$ cat config.mk
export PLATFORM = sky130hd
export DESIGN_NAME = serial_rtc_pram_interface
export DESIGN_NICKNAME = d
export VERILOG_FILES = /design/src/rtl/srtc_pkg.sv /design/src/rtl/serial_rtc_pram_interface.sv
export VERILOG_INCLUDE_DIRS = /design/src /design/src/rtl
export SDC_FILE = /design/constraint.sdc
export NUM_CORES = 1
export LEC_CHECK = 0
export BUFFER_PORTS_ARGS = -buffer_cell sky130_fd_sc_hd__buf_4
export CAP_MARGIN = 20
export CORE_ASPECT_RATIO = 1.1
export CORE_MARGIN = 4
export CORE_UTILIZATION = 50
export CTS_CLUSTER_DIAMETER = 200
export DETAILED_ROUTE_END_ITERATION = 16
export GPL_TIMING_DRIVEN = 0
export PLACE_DENSITY = 0.63
export SLEW_MARGIN = 30
export SYNTH_ARGS = -nofsm -noshare
export SYNTH_HDL_FRONTEND = slang
export SYNTH_SLANG_ARGS = --single-unit
$ cat constraint.sdc
create_clock -name i_clk -period 4.35 [get_ports i_clk]
set_input_delay 0.435 -clock i_clk [delete_from_list [all_inputs] [get_ports i_clk]]
set_output_delay 0.435 -clock i_clk [all_outputs]
set_load 0.005 [all_outputs]
$ cat src/rtl/serial_rtc_pram_interface_macros.svh
// Assertion macros; they sample on i_clk and are disabled while i_rst_n is low.
`ifndef SERIAL_RTC_PRAM_INTERFACE_MACROS_SVH
`define SERIAL_RTC_PRAM_INTERFACE_MACROS_SVH

// Same-cycle implication.
`define SRTC_ASSERT_NOW(label, ante, cons) \
    label: assert property (@(posedge i_clk) disable iff (!i_rst_n) (ante) |-> (cons)) \
        else $error("assertion failed");

// Next-cycle implication.
`define SRTC_ASSERT_NEXT(label, ante, cons) \
    label: assert property (@(posedge i_clk) disable iff (!i_rst_n) (ante) |=> (cons)) \
        else $error("assertion failed");

`endif

$ cat src/rtl/srtc_pkg.sv
package srtc_pkg;

    localparam int RAM_SIZE  = 20;
    localparam int SECS_CNT  = 2;

    // Codes carried in tuser
    localparam logic [1:0] OP_WRITE = 2'd0;
    localparam logic [1:0] OP_READ  = 2'd1;
    localparam logic [1:0] OP_TICK  = 2'd2;

    localparam logic [3:0] CNT_BYTE = 4'd8;

    localparam logic [7:0] PRAM_DEFAULT [RAM_SIZE] = '{
        8'd168, 8'd0, 8'd0, 8'd34, 8'd204, 8'd10, 8'd204, 8'd10, 8'd0, 8'd0,
        8'd0, 8'd0, 8'd0, 8'd2, 8'd99, 8'd0, 8'd3, 8'd83, 8'd4, 8'd76
    };

endpackage

$ cat src/rtl/serial_rtc_pram_interface.sv
// Channel | Dir | Signals                          | Contents
// s_axis  | in  | tvalid, tready, tdata, tuser     | tdata = port_byte, tuser = operation
// m_axis  | out | tvalid, tready, tdata            | tdata[0] = serial_bit, rest zero
//
// One transaction in gives exactly one transaction out.
// Each item is applied to the chip state in the cycle it is accepted; the result is
// registered, via skid if m_axis stalls. One item per clock while m_axis_tready is high.
// A two-deep output (result register plus skid register) keeps s_axis_tready high
// while one result waits; tready drops only when both are full.
// Reset (i_rst_n low, synchronous) clears the latches, counters and seconds,
// and reloads the parameter RAM with its default pattern.
`include "serial_rtc_pram_interface_macros.svh"

module serial_rtc_pram_interface (
    input  logic       i_clk,
    input  logic       i_rst_n,
    input  logic       s_axis_tvalid,
    output logic       s_axis_tready,
    input  logic [7:0] s_axis_tdata,   // [7:0] port_byte
    input  logic [1:0] s_axis_tuser,   // [1:0] operation
    output logic       m_axis_tvalid,
    input  logic       m_axis_tready,
    output logic [7:0] m_axis_tdata    // [0] serial_bit, [7:1] zero
);
    import srtc_pkg::*;

    // Chip state
    logic        r_en_n, n_en_n;
    logic        r_clk_l, n_clk_l;
    logic [7:0]  r_shift, n_shift;
    logic [7:0]  r_cmd, n_cmd;
    logic [3:0]  r_bit_count, n_bit_count;
    logic        r_write_phase, n_write_phase;
    logic [31:0] r_secs [SECS_CNT];
    logic [31:0] n_secs [SECS_CNT];
    logic [7:0]  r_pram [RAM_SIZE];
    logic [7:0]  n_pram [RAM_SIZE];

    // Output stage
    logic r_out_valid, r_out_bit;
    logic r_skid_valid, r_skid_bit;

    logic       in_acc;
    logic       n_bit;
    logic [7:0] sb_in;
    logic [3:0] cnt_inc;
    logic [3:0] cnt_dec;
    logic [4:0] wr_addr;
    logic [4:0] rd_addr;
    logic [7:0] rd_data;
    logic [4:0] rd_lsb;

    assign s_axis_tready = !r_skid_valid;
    assign in_acc        = s_axis_tvalid && s_axis_tready;
    assign m_axis_tvalid = r_out_valid;
    assign m_axis_tdata  = {7'd0, r_out_bit};

    // Register read decode for the command just formed
    assign sb_in   = {r_shift[6:0], s_axis_tdata[0]};
    assign rd_addr = sb_in[6:2];
    assign wr_addr = r_cmd[6:2];
    assign rd_lsb  = {~rd_addr[1:0], 3'b000};   // big-endian byte within counter

    always_comb begin
        rd_data = 8'd0;
        if (rd_addr[4]) begin
            rd_data = r_pram[{1'b0, rd_addr[3:0]}];
        end else if (!rd_addr[3]) begin
            rd_data = r_secs[rd_addr[2]][rd_lsb +: 8];
        end else if (!rd_addr[2]) begin
            rd_data = r_pram[5'(16 + int'(rd_addr[1:0]))];
        end
    end

    assign cnt_inc = r_bit_count + 4'd1;
    assign cnt_dec = r_bit_count - 4'd1;

    always_comb begin
        n_en_n        = r_en_n;
        n_clk_l       = r_clk_l;
        n_shift       = r_shift;
        n_cmd         = r_cmd;
        n_bit_count   = r_bit_count;
        n_write_phase = r_write_phase;
        n_secs        = r_secs;
        n_pram        = r_pram;
        n_bit         = 1'b0;
        unique case (s_axis_tuser)
            OP_WRITE: begin
                n_en_n  = s_axis_tdata[2];
                n_clk_l = s_axis_tdata[1];
                if (!s_axis_tdata[2] && s_axis_tdata[1]) begin
                    n_shift     = sb_in;
                    n_bit_count = cnt_inc;
                    if (cnt_inc == CNT_BYTE) begin
                        if (r_write_phase) begin
                            // data byte of a write command
                            if (wr_addr[4]) begin
                                n_pram[{1'b0, wr_addr[3:0]}] = sb_in;
                            end else if (!wr_addr[3]) begin
                                n_secs[wr_addr[2]][{~wr_addr[1:0], 3'b000} +: 8] = sb_in;
                            end else if (!wr_addr[2]) begin
                                n_pram[5'(16 + int'(wr_addr[1:0]))] = sb_in;
                            end
                            n_write_phase = 1'b0;
                            n_bit_count   = 4'd0;
                        end else begin
                            n_cmd = sb_in;
                            if (sb_in[7]) begin
                                n_shift = rd_data;   // count stays at eight for shifting out
                            end else begin
                                n_shift       = 8'd0;
                                n_write_phase = 1'b1;
                                n_bit_count   = 4'd0;
                            end
                        end
                    end
                end
            end
            OP_READ: begin
                if (!r_en_n && r_clk_l && (r_bit_count != 4'd0)) begin
                    n_bit_count = cnt_dec;
                    n_bit       = r_shift[cnt_dec[2:0]] & ~cnt_dec[3];
                end
            end
            OP_TICK: begin
                for (int i = 0; i < SECS_CNT; i++) begin
                    n_secs[i] = r_secs[i] + 32'd1;
                end
            end
            default: begin
            end
        endcase
    end

    always_ff @(posedge i_clk) begin
        if (!i_rst_n) begin
            r_en_n        <= 1'b0;
            r_clk_l       <= 1'b0;
            r_shift       <= 8'd0;
            r_cmd         <= 8'd0;
            r_bit_count   <= 4'd0;
            r_write_phase <= 1'b0;
            for (int i = 0; i < SECS_CNT; i++) begin
                r_secs[i] <= 32'd0;
            end
            r_pram        <= PRAM_DEFAULT;
        end else if (in_acc) begin
            r_en_n        <= n_en_n;
            r_clk_l       <= n_clk_l;
            r_shift       <= n_shift;
            r_cmd         <= n_cmd;
            r_bit_count   <= n_bit_count;
            r_write_phase <= n_write_phase;
            r_secs        <= n_secs;
            r_pram        <= n_pram;
        end
    end

    // Result register with skid behind it
    always_ff @(posedge i_clk) begin
        if (!i_rst_n) begin
            r_out_valid  <= 1'b0;
            r_skid_valid <= 1'b0;
        end else if (!r_out_valid || m_axis_tready) begin
            if (r_skid_valid) begin
                r_out_valid  <= 1'b1;
                r_out_bit    <= r_skid_bit;
                r_skid_valid <= in_acc;
                r_skid_bit   <= n_bit;
            end else begin
                r_out_valid  <= in_acc;
                r_out_bit    <= n_bit;
            end
        end else if (in_acc) begin
            r_skid_valid <= 1'b1;
            r_skid_bit   <= n_bit;
        end
    end

    `SRTC_ASSERT_NOW(a_skid_behind_out, r_skid_valid, r_out_valid)
    `SRTC_ASSERT_NOW(a_write_phase_count, r_write_phase, !r_bit_count[3])
    `SRTC_ASSERT_NEXT(a_read_disabled_holds,
        in_acc && (s_axis_tuser == OP_READ) && r_en_n, $stable(r_bit_count))
    `SRTC_ASSERT_NEXT(a_tick_counts,
        in_acc && (s_axis_tuser == OP_TICK), r_secs[0] == $past(r_secs[0]) + 32'd1)

endmodule

==> results of run 1 <==
cells by family (layout without fill, tap and decap cells):
group	after synthesis	after routing	synth area share (%)
xor gates and xnor gates	15	15	1.08
and+or+nand+nor	488	488	20.4
AOI/OAI and AO/OA	391	391	24.0
other	1	7	0.0309
DFF	216	216	35.8
muxes	90	90	12.3
adders and majority gates	9	9	0.928
buffers and inverters	157	211	5.42
cell type report:
type	count	area (µm²)	area share [%]
Buffer	136	581	4.30
Clock buffer	37	729	5.40
Clock inverter	7	135	1.00
Inverter	21	78.8	0.583
Multi-Input combinational cell	1000	7190	53.2
Sequential cell	216	4340	32.1
Tap cell	305	382	2.82
Timing Repair Buffer	10	75.1	0.556
power by group through the flow:
stage               combinational [mW]  clock, mW  sequential [mW]
global placement                 0.234          0             2.07
CTS                              0.237       2.24             2.03
finish                           0.245       2.22             2.03
detailed placement               0.236          0             2.07
global route                     0.261       2.31             2.03
floorplan                        0.149          0             2.06
state kept, by name, summed over array words and instances (netlist names), 4 cells and up:
signal       flops
r_secs          64
r_shift          8
r_pram         128
r_cmd            5
r_bit_count      4
how the worst max path moves through the flow:
stage / end / slack (ns) / cells past startpoint
after floorplan: r_secs[56] / 1.92 / 7
after global placement: r_secs[27] / 0.72 / 7
after detailed placement: r_secs[4] / 0.71 / 6
after CTS: r_secs[4] / 0.71 / 6
after global routing: r_secs[36] / 0.56 / 6
final: r_secs[4] / 0.54 / 6
worst max-delay path: cells and delay by family (launching register included):
| kind | cells | cell delay [ns] |
|---|---|---|
| flops | 1 | 0.47 |
| buf+inv | 4 | 2.75 |
| compound gates | 2 | 0.49 |
cell usage in the layout, fill, tap and decap left out, types with 11 or more instances in the layout:
cell and instances:
mux4_2 47, nand3_1 32, buf_1 11, nand2_1 124
a31o_2 111, buf_4 19, inv_1 21, dfxtp_1 214
o32ai_1 11, a31oi_1 20, nor4_1 21, a21oi_1 46
o21ai_0 59, a22oi_1 19, o2111ai_1 11, nand4_1 27
a211oi_1 13, o21a_1 11, mux2i_1 38, clkbuf_1 102
and2_1 13, buf_2 16, and3_1 11, xnor2_1 12
nor2_1 165, and4_1 11, clkbuf_16 24, nor3_1 24
through the flow:
| step | total power, mW | instance area, µm² |
|---|---|---|
| final | 4.50 | 13500 |
| after global routing | 4.61 | 13500 |
| after CTS | 4.50 | 13500 |
| after detailed placement | 2.31 | 12600 |
| after global placement | 2.31 | 12600 |
| after floorplan | 2.21 | 12200 |
routing by layer:
metal | GRT usage (%) | vias to the layer above | wire (µm)
met3 | 6.77 | 242 | 4300
li1 | - | 5265 | -
met4 | 19.8 | 0 | 3370
met2 | 56.9 | 673 | 21700
met1 | 41.8 | 5794 | 17300
met5 | 0 | - | 0
==> results.tsv, run 1 <==
metric	value	unit
status	complete, no violations	
cts_sinks	216	
ir_drop	0.000361	V
overflow	0	
cts_tree	built	
fin_crit_sh	87.5	%
swShare	24.3	%
power_switching	1.09	mW
synth_edf_count	2	
wl_per_cell	27.0	µm
antenna_left	0	
hold_depth	3	
rsz0062_at_grt	no	
worstPathRequired	4.81	ns
clockBufferDepth	3	
reg2reg_slack	0.54	ns
cp-end-kind	flip-flop	
slew_headroom	30.7	%
worstHoldStart	s_axis_tdata[1]	
first_global_vias	11400	
syn_inst	1367	
min_path_type	in2reg	
cpPeakStageDelay	0.76	ns
start_util	51.1	%
async_flop_share	0	%
finalNonFillerCells	1732	
drt_iter0_markers	1209	
wl	46.7	mm
seq_area_frac_synth	35.8	%
synth_seq_cells	216	
start_kind	flip-flop	
power_frac_clock	49.4	%
htree_levels	1	
cp_max_fo	10	
clk_latency	0.55	ns
finalHoldViolations	0	
synthMostInstantiatedCell	dfxtp_1	
fill_cells	2211	
synth.avg_cell_area	8.88	µm²
ctsResizeCount	0	
nNetsFinal	1432	
r2r_start	r_shift[3]	
critPathArrivalTime	4.26	ns
power.leakage	4.69	nW
vias	12000	
place_ws	0.707	ns
grt_max_degree	14	
numCtsBuffers	24	
die-area	26800	µm²
io_pins	24	
yosysTopAreaCell	dfxtp_1	
rows	59	
combPwrFrac	5.4	%
dp.cells	1688	
path_cells	buf_1 > clkbuf_1 > buf_1 > clkbuf_1 > a22oi_1 > a211oi_1	
dpl.hpwl	33.2	mm
fin_skew	0.0104	ns
syn2layout_area_growth	11.3	%
synth.area.top_cells	dfxtp_1 (35%), mux4_2 (8.7%), a31o_2 (8.0%)	
worstReg2RegEnd	r_secs[4]	
critPathLaunch	r_shift[3]	
holdBufCountCts	0	
place.port_buffers	10	
synth.distinct_cells	77	
ys.flop_type	dfxtp_1	
grt_pass1_wl	70.5	mm
die_h	171	µm
synth_area	12100	µm²
cap_violations	0	
power.density	333	nW/µm²
viasPerCell	6.91	
grt_usage	34.4	%
die_w	157	µm
coreArea	23800	µm²
path_clk_slew	0.07	ns
slowest_stage	clkbuf_1	
worst_pin_slew	1.04	ns
clock-root-buffer	clkbuf_16	
finalCriticalPeriod	3.81	ns
ys_warn_count	0	
post_cts_buffers	0	
r2r_cells	6	
diodes	0	
post-route-drc-count	0	
seq_power_share	45.1	%
drive_above_1_share	18.6	%
post-route-util	56.8	%
netlist_top_cells_count	dfxtp_1 (214), nor2_1 (165), nand2_1 (124)	
slew_violations	0	
fin_ws	0.543	ns
whs	0.142	ns
intPower	3.41	mW
clock.fmax	263	MHz
fin_setup_tns	0	ns
setup.worst_path.class	reg2reg	
synth_top_cell_area_share	35.3	%
drtPass1Iterations	6	
whs_endpoint	r_clk_l	
setup_violations	0	
antenna_found_initial	0	
gp_congestion	0.963	
Power figures use the tool's default switching activity.
==> run 2: changes to the inputs <==
Settings changed: CORE_UTILIZATION 50 to 39, PLACE_DENSITY 0.63 to 0.51.
==> run 2 against run 1 <==
Non-clock buffer count did not move. First-iteration DRC count rose by 7.3%. Sequential cell count did not move. Clock power rose by 5%. Clock skew rose by 0.030 ns. Global-route usage fell by 5.6 points. Utilization fell by 12 points. Register-to-register slack got worse by 0.17 ns. Power rose by 2.6%. Final area rose by 1.4%. Highest routed layer unchanged.
==> results.tsv, run 2 (synthesized netlist as in run 1, its figures left out) <==
metric	value	unit	change
largest_reg_flops	128		unchanged
power.density	337	nW/µm²	was 333 nW/µm²
finalNonFillerCells	1844		was 1732
io_pins	24		unchanged
htree_levels	1		unchanged
regArea	4340	µm²	unchanged
dp.cells	1797		was 1688
setup.worst_path.class	reg2reg		unchanged
crit_family	buffers and inverters		unchanged
critPathArrivalTime	4.45	ns	was 4.26 ns
cp-end-kind	flip-flop		unchanged
post_cts_buffers	0		unchanged
cts_tree	built		unchanged
dpl.hpwl	35.1	mm	was 33.2 mm
worst-path-buf-inv	4		unchanged
drt_iter0_markers	1297		was 1209
reg.largest.list	r_pram x128, r_secs x64, r_shift x8		unchanged
vias	11800		was 12.0k
grt_max_degree	14		unchanged
gp_congestion	1.01		was 0.963
die_h	193	µm	was 171 µm
antenna_left	0		unchanged
path_cells	buf_1 > clkbuf_1 > buf_1 > clkbuf_1 > a22oi_1 > a211oi_1		unchanged
fin_crit_sh	91.4	%	was 87.5%
numCtsBuffers	26		was 24
grt_usage	28.7	%	was 34.4%
post-route-drc-count	0		unchanged
rows	67		was 59
slew_violations	0		unchanged
slew_headroom	29.7	%	was 30.7%
antenna_found_initial	1		was 0
status	complete, no violations		unchanged
ir_drop	0.000299	V	was 0.000361 V
critPathLaunch	r_shift[3]		unchanged
multi_input_area	7190	µm²	about the same
min_path_type	in2reg		unchanged
finalCriticalPeriod	3.98	ns	was 3.81 ns
first_global_vias	11600		was 11.4k
layout_common_cells	dfxtp_1 (214), nor2_1 (165), nand2_1 (124), a31o_2 (111), clkbuf_1 (98)		was dfxtp_1 (214), nor2_1 (165), nand2_1 (124), a31o_2 (111), clkbuf_1 (102)
wl	49.4	mm	was 46.7 mm
top_register	r_pram		unchanged
power.leakage	4.73	nW	was 4.69 nW
worstHoldStart	s_axis_tdata[2]		was s_axis_tdata[1]
holdBufCountCts	0		unchanged
cpPeakStageDelay	0.82	ns	was 0.76 ns
start_util	39.7	%	was 51.1%
fill_cells	3089		was 2211
diodes	0		unchanged
clock.fmax	251	MHz	was 263 MHz
grt_pass1_wl	74.4	mm	was 70.5 mm
cap_violations	0		unchanged
path_clk_slew	0.06	ns	was 0.07 ns
rsz0062_at_grt	no		unchanged
worstPathRequired	4.83	ns	was 4.81 ns
final_common_cell	dfxtp_1		unchanged
syn2layout_area_growth	12.9	%	was 11.3%
fin_area	13700	µm²	was 13500 µm²
die_w	176	µm	was 157 µm
cts_sinks	216		unchanged
finalHoldViolations	0		unchanged
coreArea	30600	µm²	was 23800 µm²
die-area	34000	µm²	was 26800 µm²
slowest_stage	clkbuf_1		unchanged
start_kind	flip-flop		unchanged
place.port_buffers	10		unchanged
fin_skew	0.0400	ns	was 0.0104 ns
clk_latency	0.57	ns	was 0.55 ns
nNetsFinal	1434		was 1432
cp_max_fo	10		unchanged
clockBufferDepth	3		unchanged
setup_violations	0		unchanged
viasPerCell	6.38		was 6.91
drtPass1Iterations	6		unchanged
drive_above_1_share	19.1	%	was 18.6%
overflow	0		unchanged
r2r_start	r_shift[3]		unchanged
dpl_cell_area	12800	µm²	was 12600 µm²
fin_setup_tns	0	ns	unchanged
ctsResizeCount	0		unchanged
clock-root-buffer	clkbuf_16		unchanged
worst_pin_slew	1.05	ns	was 1.04 ns
wl_per_cell	26.8	µm	was 27.0 µm
-- run 2: cell count changes in the layout (fill, tap and decap cells not counted), sizes merged --
cell,change
buf,+1
clkinv,+2
-- run 2: final cells by class --
| class | instances | area share, % |
|---|---|---|
| Multi-Input combinational cell | 1000 | 52.5 |
| Sequential cell | 216 | 31.7 |
| Clock buffer | 38 | 5.66 |
| Buffer | 136 | 4.27 |
| Tap cell | 414 | 3.78 |
| Clock inverter | 9 | 0.959 |
| Inverter | 21 | 0.575 |
| Timing Repair Buffer | 10 | 0.548 |
-- run 2: through the flow --
| step | power (mW) | util [%] | setup WS, ns | hold slack, ns |
|---|---|---|---|---|
| 3_5_place_dp | 2.31 | 41.8 | 0.506 | 0.453 |
| 5_1_grt | 4.74 | 44.8 | 0.341 | 0.146 |
| 4_1_cts | 4.64 | 44.7 | 0.531 | 0.122 |
| 2_1_floorplan | 2.21 | - | 1.92 | 0.433 |
| 3_3_place_gp | 2.31 | 41.7 | 0.536 | 0.450 |
| 6_report | 4.62 | 44.8 | 0.373 | 0.131 |
-- run 2: power breakdown --
part	total [mW]	switching, mW	internal [mW]
clock	2.34	0.931	1.41
sequential	2.03	0.0294	2.00
combinational	0.248	0.177	0.0704
total	4.62	1.14	3.48
-- run 2: path summary, 6_finish.rpt --
kind | slack, ns | to | depth (start not counted)
hold / removal | 0.13 | r_en_n | 3
hold reg to reg | 0.46 | r_en_n | 2
setup reg to reg | 0.37 | r_secs[4] | 6
setup / recovery | 0.37 | r_secs[4] | 6
-- run 2: tightest hold or removal path, stage by stage --
cell and delay (ns):
buf_4 0.12, nand2_1 0.05, a21oi_1 0.05
-- run 2: routing by layer --
metal	track usage [%]	part of all wire, %	vias up	wire [µm]
met1	34.9	39	5716	19300
met5	0	0	-	0
met3	5.71	7.8	183	3860
met2	48.1	47	573	23200
met4	15.5	6.1	0	3040
li1	-	-	5285	-
==> run 3: changes to the inputs <==
Settings changed: MAX_ROUTING_LAYER set to met4, PLACE_DENSITY 0.51 to not set, PLACE_DENSITY_LB_ADDON set to 0.2.
==> run 3 against run 2 <==
Via count down 0.20%. Power shrank 6.2%. Sequential power is essentially flat. Critical path depth is the same. Combinational power hardly changed. Critical endpoint unchanged. Largest power group unchanged.
==> results.tsv, run 3 (synthesized netlist as in run 1, its figures left out) <==
metric	value	unit	change
status	complete, no violations		unchanged
numCtsBuffers	25		was 26
worstPathRequired	4.81	ns	was 4.83 ns
ctsResizeCount	0		unchanged
critPathArrivalTime	4.39	ns	was 4.45 ns
drtPass1Iterations	7		was 6
cts_sinks	216		unchanged
first_global_vias	11200		was 11.6k
die_w	176	µm	unchanged
coreArea	30600	µm²	unchanged
viasPerCell	6.37		was 6.38
cpPeakStageDelay	0.78	ns	was 0.82 ns
ir_drop	0.000329	V	was 0.000299 V
post-route-drc-count	0		unchanged
final_common_cell	dfxtp_1		unchanged
whs	0.153	ns	was 0.131 ns
path_clk_slew	0.06	ns	about the same
min_path_type	in2reg		unchanged
start_kind	flip-flop		unchanged
htree_levels	1		unchanged
layout_common_cells	dfxtp_1 (214), nor2_1 (165), nand2_1 (124), a31o_2 (111), clkbuf_1 (106)		was dfxtp_1 (214), nor2_1 (165), nand2_1 (124), a31o_2 (111), clkbuf_1 (98)
worst-path-buf-inv	4		unchanged
clock.fmax	255	MHz	was 251 MHz
reg.largest.list	r_pram x128, r_secs x64, r_shift x8		unchanged
grt_max_degree	14		unchanged
setup_violations	0		unchanged
cts_tree	built		unchanged
nNetsFinal	1433		was 1434
antenna_left	0		unchanged
fin_crit_sh	90.3	%	was 91.4%
holdBufCountCts	0		unchanged
die_h	193	µm	unchanged
diodes	0		unchanged
die-area	34000	µm²	unchanged
cp-end-kind	flip-flop		unchanged
syn2layout_area_growth	11.8	%	was 12.9%
post_cts_buffers	0		unchanged
vias	11700		was 11.8k
drt_iter0_markers	1346		was 1297
rsz0062_at_grt	no		unchanged
path_cells	buf_1 > clkbuf_1 > buf_1 > clkbuf_1 > a22oi_1 > a211oi_1		unchanged
worst_pin_slew	1.09	ns	was 1.05 ns
crit_family	buffers and inverters		unchanged
drive_above_1_share	18.3	%	was 19.1%
largest_reg_flops	128		unchanged
clk_latency	0.56	ns	was 0.57 ns
slowest_stage	clkbuf_1		unchanged
fin_setup_tns	0	ns	unchanged
start_util	39.7	%	unchanged
finalCriticalPeriod	3.93	ns	was 3.98 ns
clockBufferDepth	3		unchanged
top_register	r_pram		unchanged
setup.worst_path.class	reg2reg		unchanged
dpl.hpwl	33.6	mm	was 35.1 mm
io_pins	24		unchanged
wl_per_cell	25.5	µm	was 26.8 µm
slew_violations	0		unchanged
clock-root-buffer	clkbuf_16		unchanged
cp_max_fo	10		unchanged
gp_congestion	1.01		about the same
slew_headroom	27.1	%	was 29.7%
place.port_buffers	10		unchanged
grt_usage	27.9	%	was 28.7%
fin_skew	0.0153	ns	was 0.0400 ns
rows	67		unchanged
finalHoldViolations	0		unchanged
grt_pass1_wl	70.5	mm	was 74.4 mm
power.leakage	4.65	nW	was 4.73 nW
overflow	0		unchanged
power.density	319	nW/µm²	was 337 nW/µm²
antenna_found_initial	0		was 1
wl	47.0	mm	was 49.4 mm
cap_violations	0		unchanged
## run 3: cell types whose count changed in the layout (fill, tap and decap cells not counted), sizes merged
cell and change:
clkinv -3, bufinv -3, inv +1, clkbuf +3
## run 3: layer usage
metal	wire [µm]	global-route usage, %	vias up
met4	2780	14.2	0
met3	3590	4.56	190
li1	-	-	5265
met2	22000	45.0	616
met1	18700	34.1	5662
met5	0	-	-
## run 3: final cells by class
cell class,instances,area (µm²)
fill,3072,17000
tap,414,518
buffer,136,582
multi-input combinational,1000,7190
clock inverter,4,35.0
inverter,21,78.8
sequential,216,4340
timing repair buffer,10,75.1
clock buffer,41,746
## run 3: through the flow
| stage | area [µm²] | total power, mW | util, % | instances | setup WS [ns] |
|---|---|---|---|---|---|
| detailed placement | 12800 | 2.31 | 41.8 | 1797 | 0.542 |
| global route | 13600 | 4.45 | 44.3 | 1842 | 0.412 |
| finish | 13600 | 4.33 | 44.3 | 1842 | 0.422 |
| CTS | 13600 | 4.34 | 44.3 | 1842 | 0.551 |
| global placement | 12800 | 2.31 | 41.7 | 1797 | 0.556 |
| floorplan | 12200 | 2.21 | - | 1373 | 1.92 |
## run 3: worst register-to-register path, stage by stage, from the launching register on
cell	delay, ns
dfxtp_1	0.46
buf_1	0.77
clkbuf_1	0.71
buf_1	0.63
clkbuf_1	0.79
a22oi_1	0.21
a211oi_1	0.27
## run 3: final timing paths
| path | start | endpoint | slack (ns) | cells after the start |
|---|---|---|---|---|
| worst min-delay path | s_axis_tdata[2] | r_en_n | 0.15 | 3 |
| worst min register to register | r_en_n | r_en_n | 0.46 | 2 |
| worst max-delay path | r_shift[3] | r_secs[4] | 0.42 | 6 |
| worst max register to register | r_shift[3] | r_secs[4] | 0.42 | 6 |
## run 3: power breakdown
part | total, mW | internal, mW | switching (mW)
sequential | 2.03 | 2.00 | 0.0293
combinational | 0.246 | 0.0701 | 0.175
clock | 2.06 | 1.17 | 0.887
total | 4.33 | 3.24 | 1.09
